[src/rtl/rc4_pkg.sv]
// Shared constants, codes and controller-to-datapath types of the RC4 engine.
package rc4_pkg;

    localparam int FUNC_W = 2;
    localparam int BYTE_W = 8;
    localparam int KLEN_W = 9;

    localparam logic [FUNC_W-1:0] FUNC_LOAD  = 2'd0;
    localparam logic [FUNC_W-1:0] FUNC_SCHED = 2'd1;
    localparam logic [FUNC_W-1:0] FUNC_CRYPT = 2'd2;

    localparam logic [KLEN_W-1:0] KLEN_RESET = 9'd1;

    typedef enum logic [3:0] {
        DP_NOP,
        DP_LOAD,
        DP_SCHED_START,
        DP_ENC_START,
        DP_FILL,
        DP_CALC_J,
        DP_WRITE_I,
        DP_WRITE_J,
        DP_WAIT,
        DP_EMIT
    } t_dp_op;

    typedef struct packed {
        t_dp_op op;
        logic   ksa;
    } t_dp_cmd;

    typedef struct packed {
        logic fill_last;
        logic ksa_last;
        logic out_free;
    } t_dp_sts;

endpackage

[src/rtl/rc4_req_if.sv]
// Request channel interface carrying one RC4 request and its handshake.
interface rc4_req_if;
    logic                        valid;
    logic                        ready;
    logic [rc4_pkg::FUNC_W-1:0]  func;
    logic [rc4_pkg::BYTE_W-1:0]  key_index;
    logic [rc4_pkg::BYTE_W-1:0]  key_byte;
    logic [rc4_pkg::BYTE_W-1:0]  data_in;
    logic                        end_of_message;

    modport source (output valid, func, key_index, key_byte, data_in, end_of_message,
                    input ready);
    modport sink   (input valid, func, key_index, key_byte, data_in, end_of_message,
                    output ready);
endinterface

[src/rtl/rc4_res_if.sv]
// Result channel interface carrying one processed data byte and its handshake.
interface rc4_res_if;
    logic                        valid;
    logic                        ready;
    logic [rc4_pkg::BYTE_W-1:0]  data_out;
    logic                        last;

    modport source (output valid, data_out, last, input ready);
    modport sink   (input valid, data_out, last, output ready);
endinterface

[src/rtl/rc4_cfg_if.sv]
// Configuration write channel interface carrying the key length register.
interface rc4_cfg_if;
    logic                        valid;
    logic                        ready;
    logic [rc4_pkg::KLEN_W-1:0]  key_length;

    modport source (output valid, key_length, input ready);
    modport sink   (input valid, key_length, output ready);
endinterface

[src/rtl/rc4_ctrl.sv]
// Sequencing state machine of the RC4 engine.
module rc4_ctrl (
    input  logic                        i_clk,
    input  logic                        i_rst_n,
    input  logic                        i_req_valid,
    output logic                        o_req_ready,
    input  logic [rc4_pkg::FUNC_W-1:0]  i_func,
    output rc4_pkg::t_dp_cmd            o_cmd,
    input  rc4_pkg::t_dp_sts            i_sts
);
    import rc4_pkg::*;

    typedef enum logic [6:0] {
        ST_INIT = 7'b0000001,
        ST_IDLE = 7'b0000010,
        ST_READ = 7'b0000100,
        ST_CALC = 7'b0001000,
        ST_WR_I = 7'b0010000,
        ST_WR_J = 7'b0100000,
        ST_OUT  = 7'b1000000
    } t_state;

    t_state r_state, n_state;
    logic   r_ksa, n_ksa;

    always_comb begin
        n_state     = r_state;
        n_ksa       = r_ksa;
        o_cmd.op    = DP_NOP;
        o_cmd.ksa   = r_ksa;
        o_req_ready = 1'b0;
        unique case (r_state)
            ST_INIT: begin
                o_cmd.op = DP_FILL;
                if (i_sts.fill_last) begin
                    n_state = r_ksa ? ST_READ : ST_IDLE;
                end
            end
            ST_IDLE: begin
                o_req_ready = 1'b1;
                if (i_req_valid) begin
                    unique case (i_func)
                        FUNC_LOAD: begin
                            o_cmd.op = DP_LOAD;
                        end
                        FUNC_SCHED: begin
                            o_cmd.op = DP_SCHED_START;
                            n_ksa    = 1'b1;
                            n_state  = ST_INIT;
                        end
                        FUNC_CRYPT: begin
                            o_cmd.op = DP_ENC_START;
                            n_ksa    = 1'b0;
                            n_state  = ST_CALC;
                        end
                        default: begin
                        end
                    endcase
                end
            end
            ST_READ: begin
                n_state = ST_CALC;
            end
            ST_CALC: begin
                o_cmd.op = DP_CALC_J;
                n_state  = ST_WR_I;
            end
            ST_WR_I: begin
                o_cmd.op = DP_WRITE_I;
                n_state  = ST_WR_J;
            end
            ST_WR_J: begin
                o_cmd.op = DP_WRITE_J;
                if (r_ksa) begin
                    n_state = i_sts.ksa_last ? ST_IDLE : ST_READ;
                end else begin
                    n_state = ST_OUT;
                end
            end
            ST_OUT: begin
                if (i_sts.out_free) begin
                    o_cmd.op = DP_EMIT;
                    n_state  = ST_IDLE;
                end else begin
                    o_cmd.op = DP_WAIT;
                end
            end
            default: begin
                n_state = ST_IDLE;
            end
        endcase
    end

    always_ff @(posedge i_clk) begin
        if (!i_rst_n) begin
            r_state <= ST_INIT;
            r_ksa   <= 1'b0;
        end else begin
            r_state <= n_state;
            r_ksa   <= n_ksa;
        end
    end

`ifndef SYNTHESIS
    // An accepted data byte reaches the result step after the calculate, write-i and write-j states.
    a_crypt_latency: assert property (@(posedge i_clk) disable iff (!i_rst_n)
        (i_req_valid && o_req_ready && i_func == FUNC_CRYPT) |-> ##4 (r_state == ST_OUT))
        else $error("data request did not reach the result step on time");
`endif

endmodule

[src/rtl/rc4_dp.sv]
// Datapath of the RC4 engine: permutation table, key store, pointers and result register.
module rc4_dp #(
    parameter int KEY_DEPTH = 256
) (
    input  logic                        i_clk,
    input  logic                        i_rst_n,
    input  logic [rc4_pkg::BYTE_W-1:0]  i_key_index,
    input  logic [rc4_pkg::BYTE_W-1:0]  i_key_byte,
    input  logic [rc4_pkg::BYTE_W-1:0]  i_data_in,
    input  logic                        i_end_of_message,
    rc4_cfg_if.sink                     i_cfg,
    rc4_res_if.source                   o_res,
    input  rc4_pkg::t_dp_cmd            i_cmd,
    output rc4_pkg::t_dp_sts            o_sts
);
    import rc4_pkg::*;

    localparam int KEY_AW = (KEY_DEPTH > 1) ? $clog2(KEY_DEPTH) : 1;
    localparam logic [KLEN_W-1:0] DEPTH_K = KLEN_W'(KEY_DEPTH);

    logic [BYTE_W-1:0] r_perm [256];
    logic [BYTE_W-1:0] r_key  [KEY_DEPTH];

    logic [BYTE_W-1:0] r_rd, r_key_rd;
    logic [BYTE_W-1:0] r_i, r_j, r_cnt;
    logic [KEY_AW-1:0] r_k;
    logic [KLEN_W-1:0] r_key_length;
    logic [BYTE_W-1:0] r_si, r_sj, r_t, r_din;
    logic              r_eom;
    logic              r_out_valid;
    logic [BYTE_W-1:0] r_out_data;
    logic              r_out_last;

    logic [BYTE_W-1:0] rd_addr, perm_wa, perm_wd;
    logic              perm_we, key_we;
    logic [BYTE_W-1:0] j_sum, t_sum, ks;
    logic [KLEN_W-1:0] len_eff, k_inc;
    logic [KEY_AW-1:0] k_next;

    // Key length as used by the schedule: zero counts as one, large values saturate.
    always_comb begin
        if (r_key_length == '0) begin
            len_eff = KLEN_W'(1);
        end else if (r_key_length > DEPTH_K) begin
            len_eff = DEPTH_K;
        end else begin
            len_eff = r_key_length;
        end
    end

    assign k_inc  = {{(KLEN_W-KEY_AW){1'b0}}, r_k} + KLEN_W'(1);
    assign k_next = (k_inc >= len_eff) ? '0 : k_inc[KEY_AW-1:0];

    assign j_sum = r_j + r_rd + (i_cmd.ksa ? r_key_rd : '0);
    assign t_sum = r_si + r_sj;
    // The table read for the keystream byte misses the second swap write, so patch it.
    assign ks    = (r_t == r_j) ? r_si : r_rd;

    assign key_we = (i_cmd.op == DP_LOAD) && ({1'b0, i_key_index} < DEPTH_K);

    always_comb begin
        rd_addr = r_i + 8'd1;
        perm_we = 1'b0;
        perm_wa = r_i;
        perm_wd = r_rd;
        unique case (i_cmd.op)
            DP_FILL: begin
                perm_we = 1'b1;
                perm_wa = r_cnt;
                perm_wd = r_cnt;
            end
            DP_CALC_J: begin
                rd_addr = j_sum;
            end
            DP_WRITE_I: begin
                perm_we = 1'b1;
                perm_wa = r_i;
                perm_wd = r_rd;
            end
            DP_WRITE_J: begin
                perm_we = 1'b1;
                perm_wa = r_j;
                perm_wd = r_si;
                rd_addr = t_sum;
            end
            DP_WAIT: begin
                // Hold the keystream entry in the read register while the result waits.
                rd_addr = r_t;
            end
            default: begin
            end
        endcase
    end

    always_ff @(posedge i_clk) begin
        if (perm_we) begin
            r_perm[perm_wa] <= perm_wd;
        end
        r_rd <= r_perm[rd_addr];
    end

    always_ff @(posedge i_clk) begin
        if (key_we) begin
            r_key[i_key_index[KEY_AW-1:0]] <= i_key_byte;
        end
        r_key_rd <= r_key[r_k];
    end

    always_ff @(posedge i_clk) begin
        if (!i_rst_n) begin
            r_i          <= '0;
            r_j          <= '0;
            r_cnt        <= '0;
            r_k          <= '0;
            r_key_length <= KLEN_RESET;
            r_out_valid  <= 1'b0;
        end else begin
            if (i_cfg.valid) begin
                r_key_length <= i_cfg.key_length;
            end
            case (i_cmd.op)
                DP_SCHED_START: begin
                    r_i <= 8'hFF;
                    r_j <= '0;
                    r_k <= '0;
                end
                DP_FILL: begin
                    r_cnt <= r_cnt + 8'd1;
                end
                DP_CALC_J: begin
                    r_j <= j_sum;
                    r_i <= r_i + 8'd1;
                    if (i_cmd.ksa) begin
                        r_k <= k_next;
                    end
                end
                DP_WRITE_J: begin
                    if (i_cmd.ksa && r_i == 8'hFF) begin
                        r_i <= '0;
                        r_j <= '0;
                    end
                end
                default: begin
                end
            endcase
            if (i_cmd.op == DP_EMIT) begin
                r_out_valid <= 1'b1;
            end else if (o_res.ready) begin
                r_out_valid <= 1'b0;
            end
        end
    end

    always_ff @(posedge i_clk) begin
        case (i_cmd.op)
            DP_ENC_START: begin
                r_din <= i_data_in;
                r_eom <= i_end_of_message;
            end
            DP_CALC_J: begin
                r_si <= r_rd;
            end
            DP_WRITE_I: begin
                r_sj <= r_rd;
            end
            DP_WRITE_J: begin
                r_t <= t_sum;
            end
            DP_EMIT: begin
                r_out_data <= r_din ^ ks;
                r_out_last <= r_eom;
            end
            default: begin
            end
        endcase
    end

    assign i_cfg.ready    = 1'b1;
    assign o_res.valid    = r_out_valid;
    assign o_res.data_out = r_out_data;
    assign o_res.last     = r_out_last;

    assign o_sts.fill_last = (r_cnt == 8'hFF);
    assign o_sts.ksa_last  = (r_i == 8'hFF);
    assign o_sts.out_free  = !r_out_valid || o_res.ready;

`ifndef SYNTHESIS
    // A new result must never overwrite one that has not been taken.
    a_no_overwrite: assert property (@(posedge i_clk) disable iff (!i_rst_n)
        (i_cmd.op == DP_EMIT) |-> (!r_out_valid || o_res.ready))
        else $error("result register overwritten while still pending");
    // The last swap of the schedule leaves both pointers cleared.
    a_ptr_clear: assert property (@(posedge i_clk) disable iff (!i_rst_n)
        (i_cmd.op == DP_WRITE_J && i_cmd.ksa && r_i == 8'hFF) |=> (r_i == '0 && r_j == '0))
        else $error("pointers not cleared after key schedule");
    // The key length used by the schedule always lies within the key store.
    a_len_range: assert property (@(posedge i_clk) disable iff (!i_rst_n)
        (len_eff != '0) && (len_eff <= DEPTH_K))
        else $error("effective key length out of range");
`endif

endmodule

[src/rtl/rc4_stream_cipher_core.sv]
// Top level of the RC4 stream cipher engine.
//
//  Channel  Direction  Handshake     Carries
//  i_req    in         valid/ready   func, key_index, key_byte, data_in, end_of_message
//  o_res    out        valid/ready   data_out, last
//  i_cfg    in         valid/ready   key_length (always ready)
//
// After reset a clearing pass writes the identity permutation into all 256 entries; no
// request is accepted during it, though configuration writes are. A load request leaves
// the engine idle, ready for the next one; a data request passes the calculate, write-i,
// write-j and output states before the next acceptance, set by the single write port
// of the permutation table (two writes per swap) and the dependent reads of i, j and the
// keystream index. A schedule request runs the identity fill, then a key step of read,
// calculate, write-i and write-j states for each of the 256 entries, for the same reason.
// A pending result that is not taken stalls the engine only in its final step, so the
// next request is accepted while the previous result still waits.
module rc4_stream_cipher_core #(
    parameter int KEY_DEPTH = 256
) (
    input  logic       i_clk,
    input  logic       i_rst_n,
    rc4_req_if.sink    i_req,
    rc4_res_if.source  o_res,
    rc4_cfg_if.sink    i_cfg
);
    import rc4_pkg::*;

    // The controller and the datapath share nothing but this command and status.
    t_dp_cmd cmd;
    t_dp_sts sts;

    // The controller owns the request handshake and decodes the function code.
    rc4_ctrl u_ctrl (
        .i_clk       (i_clk),
        .i_rst_n     (i_rst_n),
        .i_req_valid (i_req.valid),
        .o_req_ready (i_req.ready),
        .i_func      (i_req.func),
        .o_cmd       (cmd),
        .i_sts       (sts)
    );

    // The datapath holds all state of the cipher, the key length register and the
    // result register that parts the engine from the result channel.
    rc4_dp #(
        .KEY_DEPTH (KEY_DEPTH)
    ) u_dp (
        .i_clk            (i_clk),
        .i_rst_n          (i_rst_n),
        .i_key_index      (i_req.key_index),
        .i_key_byte       (i_req.key_byte),
        .i_data_in        (i_req.data_in),
        .i_end_of_message (i_req.end_of_message),
        .i_cfg            (i_cfg),
        .o_res            (o_res),
        .i_cmd            (cmd),
        .o_sts            (sts)
    );

endmodule

[src/flat_wrapper.sv]
// flat-port wrapper written by rule: the top's interface ports become plain ports
module rc4_stream_cipher_core_flat import rc4_pkg::*;
#(
    parameter int KEY_DEPTH = 256
)
  (i_clk, i_rst_n, i_req_valid, i_req_func, i_req_key_index, i_req_key_byte, i_req_data_in, i_req_end_of_message, i_req_ready, o_res_valid, o_res_data_out, o_res_last, o_res_ready, i_cfg_valid, i_cfg_key_length, i_cfg_ready);
  rc4_req_if i_req_i ();
  rc4_res_if o_res_i ();
  rc4_cfg_if i_cfg_i ();
  input  logic i_clk;
  input  logic i_rst_n;
  input wire logic [$bits(i_req_i.valid)-1:0] i_req_valid;
  input wire logic [$bits(i_req_i.func)-1:0] i_req_func;
  input wire logic [$bits(i_req_i.key_index)-1:0] i_req_key_index;
  input wire logic [$bits(i_req_i.key_byte)-1:0] i_req_key_byte;
  input wire logic [$bits(i_req_i.data_in)-1:0] i_req_data_in;
  input wire logic [$bits(i_req_i.end_of_message)-1:0] i_req_end_of_message;
  output wire logic [$bits(i_req_i.ready)-1:0] i_req_ready;
  output wire logic [$bits(o_res_i.valid)-1:0] o_res_valid;
  output wire logic [$bits(o_res_i.data_out)-1:0] o_res_data_out;
  output wire logic [$bits(o_res_i.last)-1:0] o_res_last;
  input wire logic [$bits(o_res_i.ready)-1:0] o_res_ready;
  input wire logic [$bits(i_cfg_i.valid)-1:0] i_cfg_valid;
  input wire logic [$bits(i_cfg_i.key_length)-1:0] i_cfg_key_length;
  output wire logic [$bits(i_cfg_i.ready)-1:0] i_cfg_ready;
  assign i_req_i.valid = i_req_valid;
  assign i_req_i.func = i_req_func;
  assign i_req_i.key_index = i_req_key_index;
  assign i_req_i.key_byte = i_req_key_byte;
  assign i_req_i.data_in = i_req_data_in;
  assign i_req_i.end_of_message = i_req_end_of_message;
  assign i_req_ready = i_req_i.ready;
  assign o_res_valid = o_res_i.valid;
  assign o_res_data_out = o_res_i.data_out;
  assign o_res_last = o_res_i.last;
  assign o_res_i.ready = o_res_ready;
  assign i_cfg_i.valid = i_cfg_valid;
  assign i_cfg_i.key_length = i_cfg_key_length;
  assign i_cfg_ready = i_cfg_i.ready;
  rc4_stream_cipher_core #(.KEY_DEPTH(KEY_DEPTH)) u_core (.i_clk(i_clk), .i_rst_n(i_rst_n), .i_req(i_req_i), .o_res(o_res_i), .i_cfg(i_cfg_i));
endmodule
[config.mk]
export PLATFORM = sky130hd
export DESIGN_NAME = rc4_stream_cipher_core_flat
export DESIGN_NICKNAME = d
export VERILOG_FILES = /design/src/rtl/rc4_pkg.sv /design/src/rtl/rc4_req_if.sv /design/src/rtl/rc4_res_if.sv /design/src/rtl/rc4_cfg_if.sv /design/src/rtl/rc4_ctrl.sv /design/src/rtl/rc4_dp.sv /design/src/rtl/rc4_stream_cipher_core.sv /design/src/flat_wrapper.sv
export SDC_FILE = /design/constraint.sdc
export NUM_CORES = 2
export LEC_CHECK = 0
export BUFFER_PORTS_ARGS = -buffer_cell sky130_fd_sc_hd__buf_2
export CAP_MARGIN = 20
export CORE_AREA = 2 2 548 550
export CTS_CLUSTER_DIAMETER = 150
export DETAILED_ROUTE_END_ITERATION = 10
export DIE_AREA = 0 0 550 552
export GPL_TIMING_DRIVEN = 0
export PLACE_DENSITY_LB_ADDON = 0.2
export SKIP_LAST_GASP = 1
export SYNTH_ARGS = -nofsm -noshare
export SYNTH_HDL_FRONTEND = slang
export SYNTH_SLANG_ARGS = --single-unit
[constraint.sdc]
create_clock -name i_clk -period 8.6 [get_ports i_clk]
set_input_delay 0.86 -clock i_clk [delete_from_list [all_inputs] [get_ports i_clk]]
set_output_delay 0.86 -clock i_clk [all_outputs]
set_load 0.03 [all_outputs]
### Word-level counts from Yosys, hierarchy flattened

Memory sizes are Yosys's and may differ from the RTL's. A register that Yosys moved wholly into a read port is not among the register bits.
Index checks and enable logic that the tools add are counted.

| word-level totals | value |
|---|---|
| logic and storage cells | 101 |
| output and inout bits | 12 |
| register bits after elaboration | 92 |
| RAM bits | 4096 |
| memories kept | 2 |

Memories:

| memory | depth | bits a word | read ports | clocked after Yosys merged registers in | wr ports | RTL line | source |
|---|---|---|---|---|---|---|---|
| u_core.u_dp.r_key | 256 | 8 | 1 | 1 | 1 | rc4_dp.sv:22 | `logic [BYTE_W-1:0] r_key [KEY_DEPTH];` |
| u_core.u_dp.r_perm | 256 | 8 | 1 | 1 | 1 | rc4_dp.sv:21 | `logic [BYTE_W-1:0] r_perm [256];` |

| operators by class | value |
|---|---|
| bitwise operators | 1 |
| add/sub/neg operators | 6 |
| muxes and demuxes | 34 |
| magnitude comparators | 2 |
| eq/ne operators | 27 |
| reduce and logical (&&, ||, !) cells | 14 |

Operators by type and width:

| operator | count |
|---|---|
| $pmux W8 S3 | 3 |
| $pmux W7 S7 | 1 |
| $pmux W8 S2 | 3 |
| $mux W8 | 5 |
| $mux W7 | 4 |
| $add A8 B8 Y8 | 3 |
| $pmux W4 S6 | 1 |
| $mux W9 | 2 |
| $add A8 B1 Y8 const B | 2 |
| $eq A4 B3 Y1 const B | 4 |
| $eq A8 B8 Y1 const B | 2 |
| $pmux W7 S2 | 1 |
| $add A8 B1 Y9 const B | 1 |
| $ge A9 B9 Y1 | 1 |
| $gt A9 B9 Y1 const B | 1 |
| $logic_not A9 Y1 | 1 |
| $mux W1 | 9 |
| $eq A4 B2 Y1 const B | 2 |
| $eq A4 B4 Y1 const B | 2 |
| $eq A8 B8 Y1 | 1 |
| $xor A8 B8 Y8 | 1 |
| $eq A7 B1 Y1 const B | 1 |
| $eq A7 B2 Y1 const B | 1 |
| $eq A7 B3 Y1 const B | 1 |
| 24 further kinds | 31 |

### Logic depth before layout (Yosys ltp)

| depth | value |
|---|---|
| depth after elaboration | 9 |
| gate-level depth with buffers | 19 |

### By module

From an unflattened synthesis, not the netlist that was laid out.

| unflattened totals | value |
|---|---|
| cells, all modules | 8345 |
| area, all modules | 164675.4 um^2 |

Modules (own cells, without submodules):

| module | seq. area each (um^2) | area an instance (um^2) | cells each | times used |
|---|---|---|---|---|
| rc4_dp | 125420.3 | 164082.4 | 8270 | 1 |
| rc4_ctrl | 160.2 | 593.1 | 75 | 1 |

### Least setup slack after synthesis

No wires, ideal clock.

| timing | value |
|---|---|
| kind | flip-flop to flip-flop |
| start | reg u_core.u_ctrl.r_state[5] |
| end | mem u_core.u_dp.r_perm[0][7] (data pin) |
| cell stages (with the launch flop) | 9 |
| slack | 2334 ps |
| path buffers | 4 |
| period minus slack after synthesis | 6266 ps |
| data arrival time | 5401 ps |
| library setup time | 865 ps |
| cell sequence | dfxtp_1 clkbuf_1 nor2b_1 clkbuf_1 nand3_1 clkinv_1 clkbuf_1 clkbuf_1 a221o_1 |

| on the way | value |
|---|---|
| cells in the longest elaborated chain, start to end | 4 |
| elaborated cells between the ends (all ways) | 10 |
| those cells by class | eq/ne (8); mux (2) |

Ends and longest elaborated chain:

| element | RTL line | source |
|---|---|---|
| start: declaration | rc4_ctrl.sv:23 | `t_state r_state, n_state;` |
| start signal: assignment | rc4_ctrl.sv:99 | `r_state <= n_state;` |
| $eq A7 B7 Y1 (tied with other cells) | rc4_ctrl.sv:32 | `unique case (r_state)` |
| $pmux W4 S6 * | rc4_ctrl.sv:32 |  |
| $eq A4 B3 Y1 | rc4_dp.sv:66 | `unique case (i_cmd.op)` |
| $pmux W8 S2 * | rc4_dp.sv:66 |  |
| net u_core.u_dp.perm_wd[7] | rc4_dp.sv:34 | `logic [BYTE_W-1:0] rd_addr, perm_wa, perm_wd;` |
| end: declaration | rc4_dp.sv:21 |  |

The timed path passes the listed nets; every way through them passes the cells marked *.

### Final worst setup path

| timing | value |
|---|---|
| start | reg u_core.u_ctrl.r_ksa |
| end | reg u_core.u_dp.r_rd[3], read port of u_core.u_dp.r_perm |

| on the way | value |
|---|---|
| cells in the longest elaborated chain, start to end | 3 |

Ends and longest elaborated chain:

| element | RTL line | source |
|---|---|---|
| start: declaration | rc4_ctrl.sv:24 | `logic r_ksa, n_ksa;` |
| start signal: assignment | rc4_ctrl.sv:100 | `r_ksa <= n_ksa;` |
| $mux W8 | rc4_dp.sv:54 | `assign j_sum = r_j + r_rd + (i_cmd.ksa ? r_key_rd : '0);` |
| $add A8 B8 Y8 | rc4_dp.sv:54 |  |
| $pmux W8 S3 | rc4_dp.sv:66 |  |
| end: declaration | rc4_dp.sv:24 | `logic [BYTE_W-1:0] r_rd, r_key_rd;` |

Every way passes these cells.
A chain may end at the register's enable or synchronous reset.

==> flow_metrics.env <==
export IMPL_outcome="complete, no violations"
export IMPL_cp_end_kind="register"
export IMPL_grt_max_degree=160
export IMPL_grt_pass1_wl_um=632000
export IMPL_power_density_nw_per_um2=222
export IMPL_grt_antenna_before_repair=23
export IMPL_wl_met3_um=42500
export IMPL_regToRegEndpoint="u_core.u_dp.r_rd[3]$_DFF_P_"
export IMPL_yosys_register_bits=4204
export IMPL_fin_crit_ns=7.18
export IMPL_clock_sinks=4204
export IMPL_cp_slowest_stage_delay_ns=0.95
export IMPL_synth_cell_type_count=75
export IMPL_grt_overflow=0
export IMPL_cpLargestDelayFamily="simple AND/OR/NAND/NOR gates"
export IMPL_drt_total_wl_um=454000
export IMPL_utilization=0.619
export IMPL_cp_num_buf_inv=4
export IMPL_finClkSkew_ns=0.0424
export IMPL_hpwl_um=311000
export IMPL_maxUsedRoutingLayer="met5"
export IMPL_ys_async_sr_fraction=0
export IMPL_holdWs_ns=0.0748
export IMPL_viasPerCell=6.65
export IMPL_syn_avg_cell_area_um2=21.9
export IMPL_vdd_drop_max_mv=0.203
export IMPL_slowest_stage="nor4_1"
export IMPL_cts_setup_buffers=0
export IMPL_grt_usage=0.299
export IMPL_holdPathEnd="u_core.u_dp.r_din[1]$_DFFE_PN_"
export IMPL_post_route_drc_count=0
export IMPL_synth_largest_area_cell="edfxtp_1"
export IMPL_fin_nets=8130
export IMPL_crit_chain="clkbuf_1 -> and2_1 -> fa_1 -> ha_1 -> fa_1 -> a211o_1 -> a211o_1 -> o211ai_1 -> and2_1 -> buf_2 -> and3_1 -> clkbuf_1 -> buf_2 -> a22oi_1 -> nand4_1 -> nor3_1 -> nor4_1"
export IMPL_regToRegSetupSlack_ns=1.42
export IMPL_fmax_mhz=139
export IMPL_root_buffer="clkbuf_16"
export IMPL_die_w_um=550
export IMPL_setup_ws_ns=1.42
export IMPL_wl_per_cell_um=36.7
export IMPL_vias=82400
export IMPL_nFillCells=20300
export IMPL_reg2regPathDepth=17
export IMPL_coreArea_um2=298000
export IMPL_syn_area_um2=163000
export IMPL_synth_area_top_cells="edfxtp_1, mux4_2, nor2_1, a22oi_1, dfxtp_1"
export IMPL_synth_ff_type="edfxtp_1"
export IMPL_required_ns=9.36
export IMPL_multi_input_area_um2=35500
export IMPL_dieHeight_um=552
export IMPL_worstHoldStart="i_req_data_in[1]"
export IMPL_drtAntennaViolNets=0
export IMPL_cts_resized=0
export IMPL_place_ws_ns=1.74
export IMPL_max_cap_violations=0
export IMPL_worst_path_stages=17
export IMPL_path_class="register to register"
export IMPL_p_leak_nw=56.2
export IMPL_hp_class="input pin to register"
export IMPL_wl_met2_um=219000
export IMPL_area_growth_pct=13.0
export IMPL_slew_violations=0
export IMPL_slew_headroom=0.124
export IMPL_yosys_warnings=0
export IMPL_hold_depth=1
export IMPL_drive_above_1_share=0.257
export IMPL_gp_congestion=0.968
export IMPL_worst_slew_pin_slew_ns=1.31
export IMPL_start_util=0.548
export IMPL_worstSkewPairLatency_ns=0.96
export IMPL_drt_pre_antenna_iters=8
export IMPL_crit_arrival_ns=7.94
export IMPL_yosys_area_top_type_share=0.761
export IMPL_register_area_um2=126000
export IMPL_cts_buffers=415
export IMPL_yosysSeqAreaShare=0.769
export IMPL_drt_first_iter_violations=12300
export IMPL_port_buffers=50
export IMPL_r2r_start="u_core.u_ctrl.r_ksa$_SDFFE_PN0P_"
export IMPL_dieArea_um2=304000
export IMPL_clk_pin_slew_ns=0.06
export IMPL_synth_nets=7535
export IMPL_io_pins=53
export IMPL_grt_pass1_vias=82300
export IMPL_synth_edf_count=4138
export IMPL_h_tree_depth=5
export IMPL_cp_max_fo=10
export IMPL_cts_buffer_depth=4
export IMPL_grt_setup_unrepaired="false"
export IMPL_hold_viol=0
export IMPL_wl_met1_um=163000
export IMPL_synthCells=7459
export IMPL_cts_tree="yes"
export IMPL_setup_viol=0
export IMPL_std_cell_rows=201
export IMPL_period_share=0.835
export IMPL_startpoint_type="register"
export IMPL_cts_hold_buffers=0
export IMPL_fin_tns_setup_ns=0
[kinds of logic after synthesis]
| group | Yosys count | share of synthesized area |
|---|---|---|
| AO/OA/AOI/OAI | 418 | 0.0189 |
| buffers and inverters | 450 | 0.0147 |
| XOR/XNOR | 42 | 0.00234 |
| flip-flops | 4204 | 0.769 |
| other | 1 | 0.0000230 |
| multiplexers | 1186 | 0.162 |
| AND/OR/NAND/NOR | 1123 | 0.0301 |
| adder cells (fa/ha/maj) | 35 | 0.00309 |
[how the worst max path moves through the flow]
stage                                          startpoint                                    to  slack (ns)
floorplan           u_core.u_ctrl.r_state[5]$_SDFFE_PN0P_    u_core.u_dp.r_perm[0][7]$_DFFE_PP_        2.33
global placement    u_core.u_ctrl.r_state[5]$_SDFFE_PN0P_  u_core.u_dp.r_perm[236][2]$_DFFE_PP_       -2.69
detailed placement       u_core.u_ctrl.r_ksa$_SDFFE_PN0P_           u_core.u_dp.r_rd[3]$_DFF_P_        1.74
CTS                      u_core.u_ctrl.r_ksa$_SDFFE_PN0P_           u_core.u_dp.r_rd[1]$_DFF_P_        1.70
global route             u_core.u_ctrl.r_ksa$_SDFFE_PN0P_           u_core.u_dp.r_rd[3]$_DFF_P_        1.34
finish                   u_core.u_ctrl.r_ksa$_SDFFE_PN0P_           u_core.u_dp.r_rd[3]$_DFF_P_        1.42
[cells in the mapped netlist (all sizes together), types with 5 or more instances]
master,count
nand3,93
nor3,40
mux4,1166
and4,11
fa,9
ha,26
a22oi,211
a211oi,18
xor2,20
o21a,5
a22o,7
mux2i,19
or3,6
nor2b,19
a311oi,12
edfxtp,4138
and2,26
nand2,230
a221o,13
dfxtp,66
nor4,15
a31oi,12
a21boi,10
inv,14
nor2,582
a211o,5
or2,7
buf,219
nand4,52
a21o,8
clkbuf,213
a221oi,8
xnor2,21
and3,25
a21oi,49
o21ai,36
o211ai,6
[stage by stage]
stage / instances / instance area (um^2) / power (mW)
after floorplan: 7459 / 163000 / 23.1
after global routing: 12400 / 185000 / 42.0
after CTS: 12400 / 184000 / 41.2
after global placement: 11500 / 169000 / 23.5
after detailed placement: 11600 / 171000 / 23.5
final: 12400 / 185000 / 41.1
[worst register-to-register path, delay by kind of cell, from the launching register on]
kind / cells / cell delay (ns)
buffers and inverters: 4 / 1.82
DFF: 1 / 0.48
and+or+nand+nor: 6 / 2.32
AOI/OAI and AO/OA: 4 / 1.22
adders and majority gates: 3 / 1.13
[layer usage]
metal	vias up	track usage
met5	-	0
met4	16	0.167
met3	1090	0.0586
met2	4986	0.476
met1	43700	0.391
li1	32600	-
[placed cells by master, fill, tap and decap left out, types with 14 or more instances in the layout]
master / Yosys / layout
edfxtp_1: 4138 / 4138
mux4_2: 1166 / 1166
nor2_1: 579 / 579
clkbuf_16: 0 / 421
clkbuf_1: 213 / 292
nand2_1: 230 / 230
a22oi_1: 211 / 211
buf_2: 54 / 104
nand3_1: 93 / 93
clkinv_1: 4 / 88
clkinv_2: 0 / 82
buf_4: 64 / 74
dfxtp_1: 66 / 66
buf_8: 3 / 59
buf_6: 43 / 55
nand4_1: 52 / 52
a21oi_1: 49 / 49
buf_1: 52 / 49
buf_16: 0 / 46
bufinv_16: 0 / 40
nor3_1: 39 / 39
ha_1: 26 / 26
and3_1: 25 / 25
and2_1: 25 / 25
o21ai_0: 25 / 25
xnor2_1: 21 / 21
clkinvlp_4: 0 / 21
xor2_1: 20 / 20
nor2b_1: 19 / 19
mux2i_1: 19 / 19
diode_2: 0 / 18
nor4_1: 15 / 15
a211oi_1: 15 / 15
inv_1: 14 / 14
[flip-flops by register name, summed over array words and instances, names as in the netlist]
signal / flops
u_core.u_ctrl.r_ksa: 1
u_core.u_dp.r_key: 2048
u_core.u_dp.r_si: 8
u_core.u_dp.o_res.valid: 1
u_core.u_dp.r_sj: 8
u_core.u_dp.r_key_length: 9
u_core.u_dp.o_res.data_out: 8
u_core.u_dp.r_k: 8
u_core.u_dp.r_j: 8
u_core.u_dp.r_t: 8
u_core.u_dp.o_res.last: 1
u_core.u_dp.r_key_rd: 8
u_core.u_dp.r_perm: 2048
u_core.u_dp.r_eom: 1
u_core.u_ctrl.r_state: 7
u_core.u_dp.r_din: 8
u_core.u_dp.r_cnt: 8
u_core.u_dp.r_rd: 8
u_core.u_dp.r_i: 8
[cell type report]
class	count	area share
antenna	18	0.000244
timing repair buffer	178	0.0145
clock inverter	258	0.0140
sequential	4204	0.680
inverter	18	0.000366
clock buffer	512	0.0591
buffer	432	0.0127
tap	3958	0.0268
multi-input combinational	2805	0.192
[power by group]
group | switching [mW] | internal, mW | leakage (nW)
Combinational | 0.448 | 0.101 | 11.4
Sequential | 0.0165 | 22.5 | 38.2
Clock | 7.79 | 10.2 | 6.55
(Power assumes the default switching activity.)
